===== src/rtl/core/psfc_pkg.sv =====
// Shared types, constants and arithmetic helpers of the PI state-feedback controller.
`timescale 1ns / 1ps
`default_nettype none
package psfc_pkg;

   localparam int unsigned CSR_DATA_W = 32;
   localparam int unsigned CSR_ADDR_W = 5;
   localparam int unsigned REG_IDX_W  = 3;

   localparam int unsigned P_SHIFT          = 7;
   localparam int unsigned FB_SHIFT         = 8;
   localparam int unsigned OUT_SHIFT        = 22;
   localparam int unsigned ANGLE_DIFF_SHIFT = 3;

   localparam logic signed [15:0] ANGLE_RATE_COEFF_RESET    = -16'sd19348;
   localparam logic signed [15:0] ANGLE_COEFF_RESET         = -16'sd25061;
   localparam logic signed [15:0] POSITION_RATE_COEFF_RESET = 16'sd17564;
   localparam logic signed [15:0] POSITION_COEFF_RESET      = 16'sd363;

   typedef enum logic [REG_IDX_W-1:0] {
      REG_INTEGRAL_GAIN       = 3'd0,
      REG_PROPORTIONAL_GAIN   = 3'd1,
      REG_ANGLE_RATE_COEFF    = 3'd2,
      REG_ANGLE_COEFF         = 3'd3,
      REG_POSITION_RATE_COEFF = 3'd4,
      REG_POSITION_COEFF      = 3'd5
   } psfc_reg_idx_type;

   typedef struct packed {
      logic signed [15:0] integral_gain;
      logic signed [15:0] proportional_gain;
      logic signed [15:0] angle_rate_coeff;
      logic signed [15:0] angle_coeff;
      logic signed [15:0] position_rate_coeff;
      logic signed [15:0] position_coeff;
   } psfc_gains_type;

   typedef struct packed {
      logic [31:0] integral_prod;
      logic [31:0] proportional_prod;
      logic [31:0] angle_rate_prod;
      logic [31:0] position_rate_prod;
      logic [31:0] angle_prod;
      logic [31:0] position_prod;
   } psfc_prod_type;

   // Low 32 bits of a signed 32 by 16 product, which is the wrapped 32-bit result.
   function automatic logic [31:0] mul_lo32(input logic signed [31:0] a,
                                            input logic signed [15:0] b);
      logic signed [47:0] p;
      p = a * b;
      return p[31:0];
   endfunction

   function automatic logic [31:0] sext16(input logic [15:0] v);
      return {{16{v[15]}}, v};
   endfunction

endpackage
`default_nettype wire


===== src/rtl/core/psfc_req_if.sv =====
// Input channel carrying one controller sample per transaction.
`timescale 1ns / 1ps
`default_nettype none
interface psfc_req_if;
   logic               valid;
   logic               ready;
   logic signed [31:0] target_position;
   logic signed [15:0] pendulum_angle;
   logic signed [31:0] cart_position;

   modport source (output valid, output target_position, output pendulum_angle,
                   output cart_position, input ready);
   modport sink (input valid, input target_position, input pendulum_angle,
                 input cart_position, output ready);
endinterface
`default_nettype wire


===== src/rtl/core/psfc_rsp_if.sv =====
// Result channel carrying one drive force per transaction.
`timescale 1ns / 1ps
`default_nettype none
interface psfc_rsp_if;
   logic               valid;
   logic               ready;
   logic signed [15:0] drive_force;

   modport source (output valid, output drive_force, input ready);
   modport sink (input valid, input drive_force, output ready);
endinterface
`default_nettype wire


===== src/rtl/core/pi_state_feedback_controller.sv =====
// PI position controller with state feedback: one sample in, one drive force out.
// The block accepts one transaction per clock cycle unless the result channel stalls
// and returns one result per sample in order via the input, product, sum and output
// registers; a result is held until taken. The rate is set by the six parallel 32 by 16
// multipliers of the product stage, each taking one sample per cycle when not stalled.
// The user must write gains over the APB-style port only while no sample is in flight;
// this is not enforced. Reads return the 16-bit register sign-extended to 32 bits.
`timescale 1ns / 1ps
`default_nettype none
module pi_state_feedback_controller (
   input  logic                            clock,
   input  logic                            reset,
   psfc_req_if.sink                        req_chan,
   psfc_rsp_if.source                      rsp_chan,
   input  logic                            csr_psel,
   input  logic                            csr_penable,
   input  logic                            csr_pwrite,
   input  logic [psfc_pkg::CSR_ADDR_W-1:0] csr_paddr,
   input  logic [psfc_pkg::CSR_DATA_W-1:0] csr_pwdata,
   output logic [psfc_pkg::CSR_DATA_W-1:0] csr_prdata,
   output logic                            csr_pready
);
   import psfc_pkg::*;

   psfc_gains_type gains;
   psfc_prod_type  prod;
   logic           prod_valid;
   logic           prod_ready;

   psfc_csr u_csr (
      .clock       (clock),
      .reset       (reset),
      .csr_psel    (csr_psel),
      .csr_penable (csr_penable),
      .csr_pwrite  (csr_pwrite),
      .csr_paddr   (csr_paddr),
      .csr_pwdata  (csr_pwdata),
      .csr_prdata  (csr_prdata),
      .csr_pready  (csr_pready),
      .gains       (gains)
   );

   psfc_product_stage u_product (
      .clock      (clock),
      .reset      (reset),
      .req        (req_chan),
      .gains      (gains),
      .prod_valid (prod_valid),
      .prod       (prod),
      .prod_ready (prod_ready)
   );

   psfc_sum_stage u_sum (
      .clock      (clock),
      .reset      (reset),
      .prod_valid (prod_valid),
      .prod       (prod),
      .prod_ready (prod_ready),
      .rsp        (rsp_chan)
   );

   assert property (@(posedge clock) reset |=> !rsp_chan.valid)
      else $error("Result valid right after reset.");

   assert property (@(posedge clock) disable iff (reset)
      (csr_psel && csr_penable && csr_pwrite
       && csr_paddr[CSR_ADDR_W-1:2] == REG_PROPORTIONAL_GAIN)
      |=> gains.proportional_gain == $past(csr_pwdata[15:0]))
      else $error("Proportional gain write not taken.");

   assert property (@(posedge clock) disable iff (reset)
      csr_prdata[31:16] == {16{csr_prdata[15]}})
      else $error("Register read data not sign-extended.");

   assert property (@(posedge clock) disable iff (reset)
      (prod_valid && !prod_ready) |=> (prod_valid && $stable(prod)))
      else $error("Stalled product stage changed its contents.");

endmodule
`default_nettype wire


===== src/rtl/core/psfc_csr.sv =====
// APB-style register file holding the controller gains.
`timescale 1ns / 1ps
`default_nettype none
module psfc_csr (
   input  logic                            clock,
   input  logic                            reset,
   input  logic                            csr_psel,
   input  logic                            csr_penable,
   input  logic                            csr_pwrite,
   input  logic [psfc_pkg::CSR_ADDR_W-1:0] csr_paddr,
   input  logic [psfc_pkg::CSR_DATA_W-1:0] csr_pwdata,
   output logic [psfc_pkg::CSR_DATA_W-1:0] csr_prdata,
   output logic                            csr_pready,
   output psfc_pkg::psfc_gains_type        gains
);
   import psfc_pkg::*;

   psfc_gains_type   gains_ff;
   psfc_gains_type   gains_in;
   psfc_reg_idx_type reg_idx;
   logic             wr_en;
   logic [15:0]      rd_val;

   assign reg_idx    = psfc_reg_idx_type'(csr_paddr[CSR_ADDR_W-1:2]);
   assign wr_en      = csr_psel && csr_penable && csr_pwrite;
   assign csr_pready = 1'b1;
   assign gains      = gains_ff;

   always_comb begin
      gains_in = gains_ff;
      if (wr_en) begin
         case (reg_idx)
            REG_INTEGRAL_GAIN:       gains_in.integral_gain       = csr_pwdata[15:0];
            REG_PROPORTIONAL_GAIN:   gains_in.proportional_gain   = csr_pwdata[15:0];
            REG_ANGLE_RATE_COEFF:    gains_in.angle_rate_coeff    = csr_pwdata[15:0];
            REG_ANGLE_COEFF:         gains_in.angle_coeff         = csr_pwdata[15:0];
            REG_POSITION_RATE_COEFF: gains_in.position_rate_coeff = csr_pwdata[15:0];
            REG_POSITION_COEFF:      gains_in.position_coeff      = csr_pwdata[15:0];
            default:                 gains_in = gains_ff;
         endcase
      end
   end

   always_comb begin
      case (reg_idx)
         REG_INTEGRAL_GAIN:       rd_val = gains_ff.integral_gain;
         REG_PROPORTIONAL_GAIN:   rd_val = gains_ff.proportional_gain;
         REG_ANGLE_RATE_COEFF:    rd_val = gains_ff.angle_rate_coeff;
         REG_ANGLE_COEFF:         rd_val = gains_ff.angle_coeff;
         REG_POSITION_RATE_COEFF: rd_val = gains_ff.position_rate_coeff;
         REG_POSITION_COEFF:      rd_val = gains_ff.position_coeff;
         default:                 rd_val = 16'd0;
      endcase
   end

   assign csr_prdata = sext16(rd_val);

   always_ff @(posedge clock) begin
      if (reset) begin
         gains_ff.integral_gain       <= 16'sd0;
         gains_ff.proportional_gain   <= 16'sd0;
         gains_ff.angle_rate_coeff    <= ANGLE_RATE_COEFF_RESET;
         gains_ff.angle_coeff         <= ANGLE_COEFF_RESET;
         gains_ff.position_rate_coeff <= POSITION_RATE_COEFF_RESET;
         gains_ff.position_coeff      <= POSITION_COEFF_RESET;
      end else begin
         gains_ff <= gains_in;
      end
   end

endmodule
`default_nettype wire


===== src/rtl/core/psfc_product_stage.sv =====
// Input register and the six gain products, with the stored previous angle and position.
`timescale 1ns / 1ps
`default_nettype none
module psfc_product_stage (
   input  logic                     clock,
   input  logic                     reset,
   psfc_req_if.sink                 req,
   input  psfc_pkg::psfc_gains_type gains,
   output logic                     prod_valid,
   output psfc_pkg::psfc_prod_type  prod,
   input  logic                     prod_ready
);
   import psfc_pkg::*;

   logic          in_valid_ff;
   logic [31:0]   in_target_ff;
   logic [15:0]   in_angle_ff;
   logic [31:0]   in_cart_ff;
   logic          prod_valid_ff;
   psfc_prod_type prod_ff;
   psfc_prod_type prod_in;
   logic [15:0]   last_angle_ff;
   logic [31:0]   last_position_ff;
   logic          prod_advance;
   logic          in_advance;
   logic [31:0]   err;
   logic [31:0]   angle_ext;
   logic [31:0]   angle_diff;
   logic [31:0]   position_diff;

   assign prod_advance = !prod_valid_ff || prod_ready;
   assign in_advance   = !in_valid_ff || prod_advance;
   assign req.ready    = in_advance;
   assign prod_valid   = prod_valid_ff;
   assign prod         = prod_ff;

   always_comb begin
      err           = in_target_ff - in_cart_ff;
      angle_ext     = sext16(in_angle_ff);
      angle_diff    = (angle_ext - sext16(last_angle_ff)) << ANGLE_DIFF_SHIFT;
      position_diff = in_cart_ff - last_position_ff;
      prod_in.integral_prod      = mul_lo32(err, gains.integral_gain);
      prod_in.proportional_prod  = mul_lo32(err, gains.proportional_gain);
      prod_in.angle_rate_prod    = mul_lo32(angle_diff, gains.angle_rate_coeff);
      prod_in.position_rate_prod = mul_lo32(position_diff, gains.position_rate_coeff);
      prod_in.angle_prod         = mul_lo32(angle_ext, gains.angle_coeff);
      prod_in.position_prod      = mul_lo32(in_cart_ff, gains.position_coeff);
   end

   always_ff @(posedge clock) begin
      if (reset) begin
         in_valid_ff      <= 1'b0;
         prod_valid_ff    <= 1'b0;
         last_angle_ff    <= 16'd0;
         last_position_ff <= 32'd0;
      end else begin
         if (in_advance) begin
            in_valid_ff <= req.valid;
         end
         if (prod_advance) begin
            prod_valid_ff <= in_valid_ff;
            if (in_valid_ff) begin
               last_angle_ff    <= in_angle_ff;
               last_position_ff <= in_cart_ff;
            end
         end
      end
   end

   always_ff @(posedge clock) begin
      if (in_advance && req.valid) begin
         in_target_ff <= req.target_position;
         in_angle_ff  <= req.pendulum_angle;
         in_cart_ff   <= req.cart_position;
      end
      if (prod_advance && in_valid_ff) begin
         prod_ff <= prod_in;
      end
   end

endmodule
`default_nettype wire


===== src/rtl/core/psfc_sum_stage.sv =====
// Integrator, feedback and proportional sums, and the output register.
`timescale 1ns / 1ps
`default_nettype none
module psfc_sum_stage (
   input  logic                    clock,
   input  logic                    reset,
   input  logic                    prod_valid,
   input  psfc_pkg::psfc_prod_type prod,
   output logic                    prod_ready,
   psfc_rsp_if.source              rsp
);
   import psfc_pkg::*;

   logic [31:0] integrator_acc_ff;
   logic [31:0] integrator_in;
   logic        sum_valid_ff;
   logic [31:0] sum_int_ff;
   logic [31:0] sum_pterm_ff;
   logic [31:0] sum_fb_ff;
   logic [31:0] fb_in;
   logic [31:0] total;
   logic        out_valid_ff;
   logic [15:0] out_force_ff;
   logic        out_advance;
   logic        sum_advance;

   assign out_advance = !out_valid_ff || rsp.ready;
   assign sum_advance = !sum_valid_ff || out_advance;
   assign prod_ready  = sum_advance;
   assign rsp.valid       = out_valid_ff;
   assign rsp.drive_force = out_force_ff;

   assign integrator_in = integrator_acc_ff + prod.integral_prod;
   assign fb_in = (prod.angle_rate_prod + prod.position_rate_prod
                   + prod.angle_prod + prod.position_prod) << FB_SHIFT;
   assign total = sum_pterm_ff + sum_int_ff - sum_fb_ff;

   always_ff @(posedge clock) begin
      if (reset) begin
         integrator_acc_ff <= 32'd0;
         sum_valid_ff      <= 1'b0;
         out_valid_ff      <= 1'b0;
      end else begin
         if (sum_advance) begin
            sum_valid_ff <= prod_valid;
            if (prod_valid) begin
               integrator_acc_ff <= integrator_in;
            end
         end
         if (out_advance) begin
            out_valid_ff <= sum_valid_ff;
         end
      end
   end

   always_ff @(posedge clock) begin
      if (sum_advance && prod_valid) begin
         sum_int_ff   <= integrator_in;
         sum_pterm_ff <= prod.proportional_prod << P_SHIFT;
         sum_fb_ff    <= fb_in;
      end
      if (out_advance && sum_valid_ff) begin
         out_force_ff <= 16'({{(OUT_SHIFT - 16){total[31]}}, total[31:OUT_SHIFT]});
      end
   end

endmodule
`default_nettype wire

===== src/flat_wrapper.sv =====
// flat-port wrapper written by rule: the top's interface ports become plain ports
module pi_state_feedback_controller_flat import psfc_pkg::*;
  (clock, reset, csr_psel, csr_penable, csr_pwrite, csr_paddr, csr_pwdata, csr_prdata, csr_pready, req_chan_valid, req_chan_target_position, req_chan_pendulum_angle, req_chan_cart_position, req_chan_ready, rsp_chan_valid, rsp_chan_drive_force, rsp_chan_ready);
  psfc_req_if req_chan_i ();
  psfc_rsp_if rsp_chan_i ();
  input  logic clock;
  input  logic reset;
  input  logic csr_psel;
  input  logic csr_penable;
  input  logic csr_pwrite;
  input  logic [psfc_pkg::CSR_ADDR_W-1:0] csr_paddr;
  input  logic [psfc_pkg::CSR_DATA_W-1:0] csr_pwdata;
  output logic [psfc_pkg::CSR_DATA_W-1:0] csr_prdata;
  output logic csr_pready;
  input wire logic [$bits(req_chan_i.valid)-1:0] req_chan_valid;
  input wire logic [$bits(req_chan_i.target_position)-1:0] req_chan_target_position;
  input wire logic [$bits(req_chan_i.pendulum_angle)-1:0] req_chan_pendulum_angle;
  input wire logic [$bits(req_chan_i.cart_position)-1:0] req_chan_cart_position;
  output wire logic [$bits(req_chan_i.ready)-1:0] req_chan_ready;
  output wire logic [$bits(rsp_chan_i.valid)-1:0] rsp_chan_valid;
  output wire logic [$bits(rsp_chan_i.drive_force)-1:0] rsp_chan_drive_force;
  input wire logic [$bits(rsp_chan_i.ready)-1:0] rsp_chan_ready;
  assign req_chan_i.valid = req_chan_valid;
  assign req_chan_i.target_position = req_chan_target_position;
  assign req_chan_i.pendulum_angle = req_chan_pendulum_angle;
  assign req_chan_i.cart_position = req_chan_cart_position;
  assign req_chan_ready = req_chan_i.ready;
  assign rsp_chan_valid = rsp_chan_i.valid;
  assign rsp_chan_drive_force = rsp_chan_i.drive_force;
  assign rsp_chan_i.ready = rsp_chan_ready;
  pi_state_feedback_controller u_core (.clock(clock), .reset(reset), .req_chan(req_chan_i), .rsp_chan(rsp_chan_i), .csr_psel(csr_psel), .csr_penable(csr_penable), .csr_pwrite(csr_pwrite), .csr_paddr(csr_paddr), .csr_pwdata(csr_pwdata), .csr_prdata(csr_prdata), .csr_pready(csr_pready));
endmodule

===== config.mk =====
export PLATFORM = sky130hd
export DESIGN_NAME = pi_state_feedback_controller_flat
export DESIGN_NICKNAME = d
export VERILOG_FILES = /design/src/rtl/core/psfc_pkg.sv /design/src/rtl/core/psfc_req_if.sv /design/src/rtl/core/psfc_rsp_if.sv /design/src/rtl/core/pi_state_feedback_controller.sv /design/src/rtl/core/psfc_csr.sv /design/src/rtl/core/psfc_product_stage.sv /design/src/rtl/core/psfc_sum_stage.sv /design/src/flat_wrapper.sv
export SDC_FILE = /design/constraint.sdc
export NUM_CORES = 2
export LEC_CHECK = 0
export ABC_CLOCK_PERIOD_IN_PS = 9300
export BUFFER_PORTS_ARGS = -buffer_cell sky130_fd_sc_hd__buf_4
export CORE_ASPECT_RATIO = 0.75
export CORE_MARGIN = 8
export CORE_UTILIZATION = 36
export CTS_CLUSTER_DIAMETER = 120
export DETAILED_ROUTE_END_ITERATION = 8
export HOLD_SLACK_MARGIN = 0.02
export PLACE_DENSITY = 0.5
export SYNTH_ARGS = -nofsm -noshare
export SYNTH_HDL_FRONTEND = slang
export SYNTH_SLANG_ARGS = --single-unit

===== constraint.sdc =====
create_clock -name clock -period 9.3 [get_ports clock]
set_input_delay 0.93 -clock clock [delete_from_list [all_inputs] [get_ports clock]]
set_output_delay 0.93 -clock clock [all_outputs]
set_load 0.01 [all_outputs]

==> impl_metrics.toml <==
[synthesis]
synthMuxAreaShare_pct = 0.01341
synth_adder_area_share_pct = 45.30
synth_ff_type = "edfxtp_1"
syn-num-nets = 10160
synth_area_leaders = "fa_1, edfxtp_1, ha_1, inv_1, nand2_1"
yosysSeqAreaShare_pct = 17.48
yosys.cell_count.top_type = "inv_1"
yosys.area.top_type = "fa_1"
synth-xor-area-share_pct = 4.870
synth_common_cells = "inv_1, fa_1, nand2_1"
syn_inst = 8110
synth_cell_types = 71
yosys_warnings = 0
synth-async-reset-ratio_pct = 0
avgSynthCellArea_um2 = 9.207
synth_top_family_by_area = "adder cells"
yosys.area_share.simple_pct = 15.47
syn-cell-area_um2 = 74670
synth-compound-area-share_pct = 5.969
synth_seq_cells = 492
yosys.area.top_type_share_pct = 34.91
synth-edff-count = 320

[global_route]
grt_util_all_layers_pct = 20.43
grt_overflow = 0
antenna_found_initial = 18
grt_pass1_wl_um = 350100
grt_max_degree = 77
grt_pass1_vias = 56710

[timing]
slew_violations = 0
clock.fmax_mhz = 112.6
period_share_pct = 95.51
relSlewSlack_pct = 11.92
hold_viol_final = 0
setup_viol = 0
worst_pin_slew_ns = 1.312
finalCriticalPeriod_ns = 8.883
tns_ns = 0
fin_skew_ns = 0.07075

[cells_and_area]
layout.cells.non_filler = 11020
area_growth_pct = 9.967
final_area_um2 = 82110
final_net_count = 10240
drive_gt1_share_pct = 6.963

[floorplanning]
ioPinCount = 175
die_area_um2 = 222400
rows = 144
core_area_um2 = 205800
dieHeight_um = 410.4
fp.dieW_um = 541.9
initial_core_util_pct = 36.29

[hold_path]
min_to = "u_core.u_product.in_angle_ff[10]$_DFFE_PP_"
min_path_type = "in2reg"
holdPathStages = 1
min_from = "req_chan_pendulum_angle[10]"

[critical_path]
cp_data_arrival_time_ns = 9.31
slowest_delay_ns = 0.55
r2r_end = "u_core.u_product.prod[87]$_DFFE_PP_"
crit_family = "adder cells"
crit_fanout = 2
r2r_setup_slack_ns = 0.42
r2r_start = "u_core.u_product.in_cart_ff[0]$_DFFE_PP_"
crit_path_start_kind = "register"
critical_path_class = "reg2reg"
critPathMostFrequentCell = "xnor2_1"
crit_slowest_cell = "fa_1"
endpoint_kind = "register"
critPathBufInv = 6
required_ns = 9.72
rr_worst_depth = 35

[clocking]
root_buffer = "clkbuf_16"
cts_buffers = 60
clkSinkCount = 492
cts_hold_buf = 0
path_clk_slew_ns = 0.07
clk_path_buf_depth = 3
cts-htree-levels = 2
clk_latency_ns = 0.72
cts_tree = "done"

[placed_design]
dp_cells = 10900
placed_area_um2 = 79780
dpl.hpwl_um = 184100
routabilityCongestion = 0.8905
port_buffers = 155

[detailed_routing]
viasPerCell = 4.884
drt_drc_violations_left = 0
route.met2.wl_um = 95940
maxUsedRoutingLayer = "met5"
dr_total_vias = 53840
final_antenna_net_count = 0
wl_um = 227300
drt_first_iter_violations = 3900
first_pass_iters = 7
wl_met1_um = 109600
wl_met3_um = 15650
wire_per_inst_um = 20.62

[pwr]
finalPower_mw = 31.26
leakage_nw = 38.36
peakVddDrop_v = 0.0008620
p_per_area_nw_per_um2 = 380.7

[run_status]
run_status = "finished clean"

[flow_run]
max-cap-violations = 0
==> where the power goes <==
part / total, mW / internal (mW) / switching [mW]
logic: 24.6 / 10.1 / 14.4
registers: 4.25 / 3.90 / 0.349
clock network: 2.45 / 1.39 / 1.06
total: 31.3 / 15.4 / 15.8
==> flip-flops by register name, summed over array words and instances, names as in the netlist, 16 cells and up <==
register,cells
u_core.u_sum.integrator_acc_ff,32
u_core.u_product.prod,150
u_core.u_sum.sum_pterm_ff,25
u_core.u_product.last_angle_ff,16
u_core.u_product.last_position_ff,24
u_core.u_product.in_cart_ff,32
u_core.u_sum.sum_int_ff,31
u_core.u_sum.sum_fb_ff,24
u_core.u_product.in_angle_ff,16
u_core.u_product.in_target_ff,32
u_core.u_csr.gains,96
==> how the worst max path moves through the flow <==
stage | start | endpoint | slack, ns | depth (start not counted)
after floorplan | u_core.u_product.in_cart_ff[1]$_DFFE_PP_ | u_core.u_product.prod[152]$_DFFE_PP_ | 0.39 | 35
after global placement | u_core.u_product.in_cart_ff[1]$_DFFE_PP_ | u_core.u_product.prod[152]$_DFFE_PP_ | 0.19 | 35
after detailed placement | u_core.u_product.in_cart_ff[0]$_DFFE_PP_ | u_core.u_product.prod[87]$_DFFE_PP_ | 0.14 | 35
after CTS | u_core.u_product.in_cart_ff[1]$_DFFE_PP_ | u_core.u_product.prod[191]$_DFFE_PP_ | 0.09 | 33
after global routing | u_core.u_product.in_angle_ff[0]$_DFFE_PP_ | u_core.u_product.prod[119]$_DFFE_PP_ | -0.007 | 36
final | u_core.u_product.in_cart_ff[0]$_DFFE_PP_ | u_core.u_product.prod[87]$_DFFE_PP_ | 0.42 | 35
==> area by class of cell <==
class                   count  area (um^2)
repair buffers            381         2918
fillers                 20860       123600
diodes                      5        12.51
well taps                2774         3471
clock inverters            41        437.9
multi-input cells        5474        53890
clock buffers              73         1612
flip-flops and latches    492        13060
inverters                1783         6703
==> kinds of logic after synthesis <==
logic type,after synthesis
AO/OA/AOI/OAI,717
XOR/XNOR,401
adder cells (fa/ha/maj),1922
buffers and inverters,2144
flip-flops,492
multiplexers,1
other,1
AND/OR/NAND/NOR,2432
==> cell usage in the layout, fill, tap and decap left out, drive strengths merged, types with 9 or more instances in the layout <==
master  Yosys  layout
nor2b      92      92
fa       1302    1302
dfxtp     172     172
and3       26      26
clkbuf    332      73
o21ai      78      78
nand2    1263    1263
a21o       69      69
inv      1782    1789
or3        14      14
o21bai     54      54
o31a        9       9
a31oi      22      22
xnor3       9       9
nand3      79      79
o31ai      10      10
a22oi      48      48
or2        14      14
xor2       89      89
nand2b     47      47
edfxtp    320     320
nor3       51      51
and2      659     659
nor2      152     152
o211ai     11      11
buf        29     381
a21oi     317     317
clkinv      1      27
o21a       35      35
xnor2     303     303
a211oi     11      11
ha        620     620
==> routing by layer <==
| layer | global-route usage, % | vias up |
|---|---|---|
| met5 | 0 | - |
| met2 | 30.63 | 1596 |
| met1 | 30.71 | 27380 |
| met4 | 4.800 | 4 |
| li1 | - | 24610 |
| met3 | 3.373 | 247 |
==> worst reg2reg max path: cells and delay by family (launching register included) <==
kind / cells / cell delay (ns)
compound gates: 7 / 1.65
simple gates: 2 / 0.18
flops: 1 / 0.38
xor+xnor: 13 / 2.69
buf+inv: 6 / 0.60
fa+ha+maj: 7 / 3.15
==> through the flow <==
stage | hold slack, ns | util [%] | worst slack, ns
floorplan | 0.4003 | - | 0.3879
global placement | 0.4034 | 38.77 | 0.1919
detailed placement | 0.4045 | 38.77 | 0.1442
CTS | 0.3226 | 39.77 | 0.09417
global route | 0.3472 | 39.90 | -0.006833
finish | 0.3770 | 39.91 | 0.4172
==> repair_timing <==
item,4_1_cts,5_1_grt
endpoints found under the setup margin,0,7
gates resized for setup,0,43
setup buffers,0,1
Note: power is estimated with default switching activity, not from simulation.
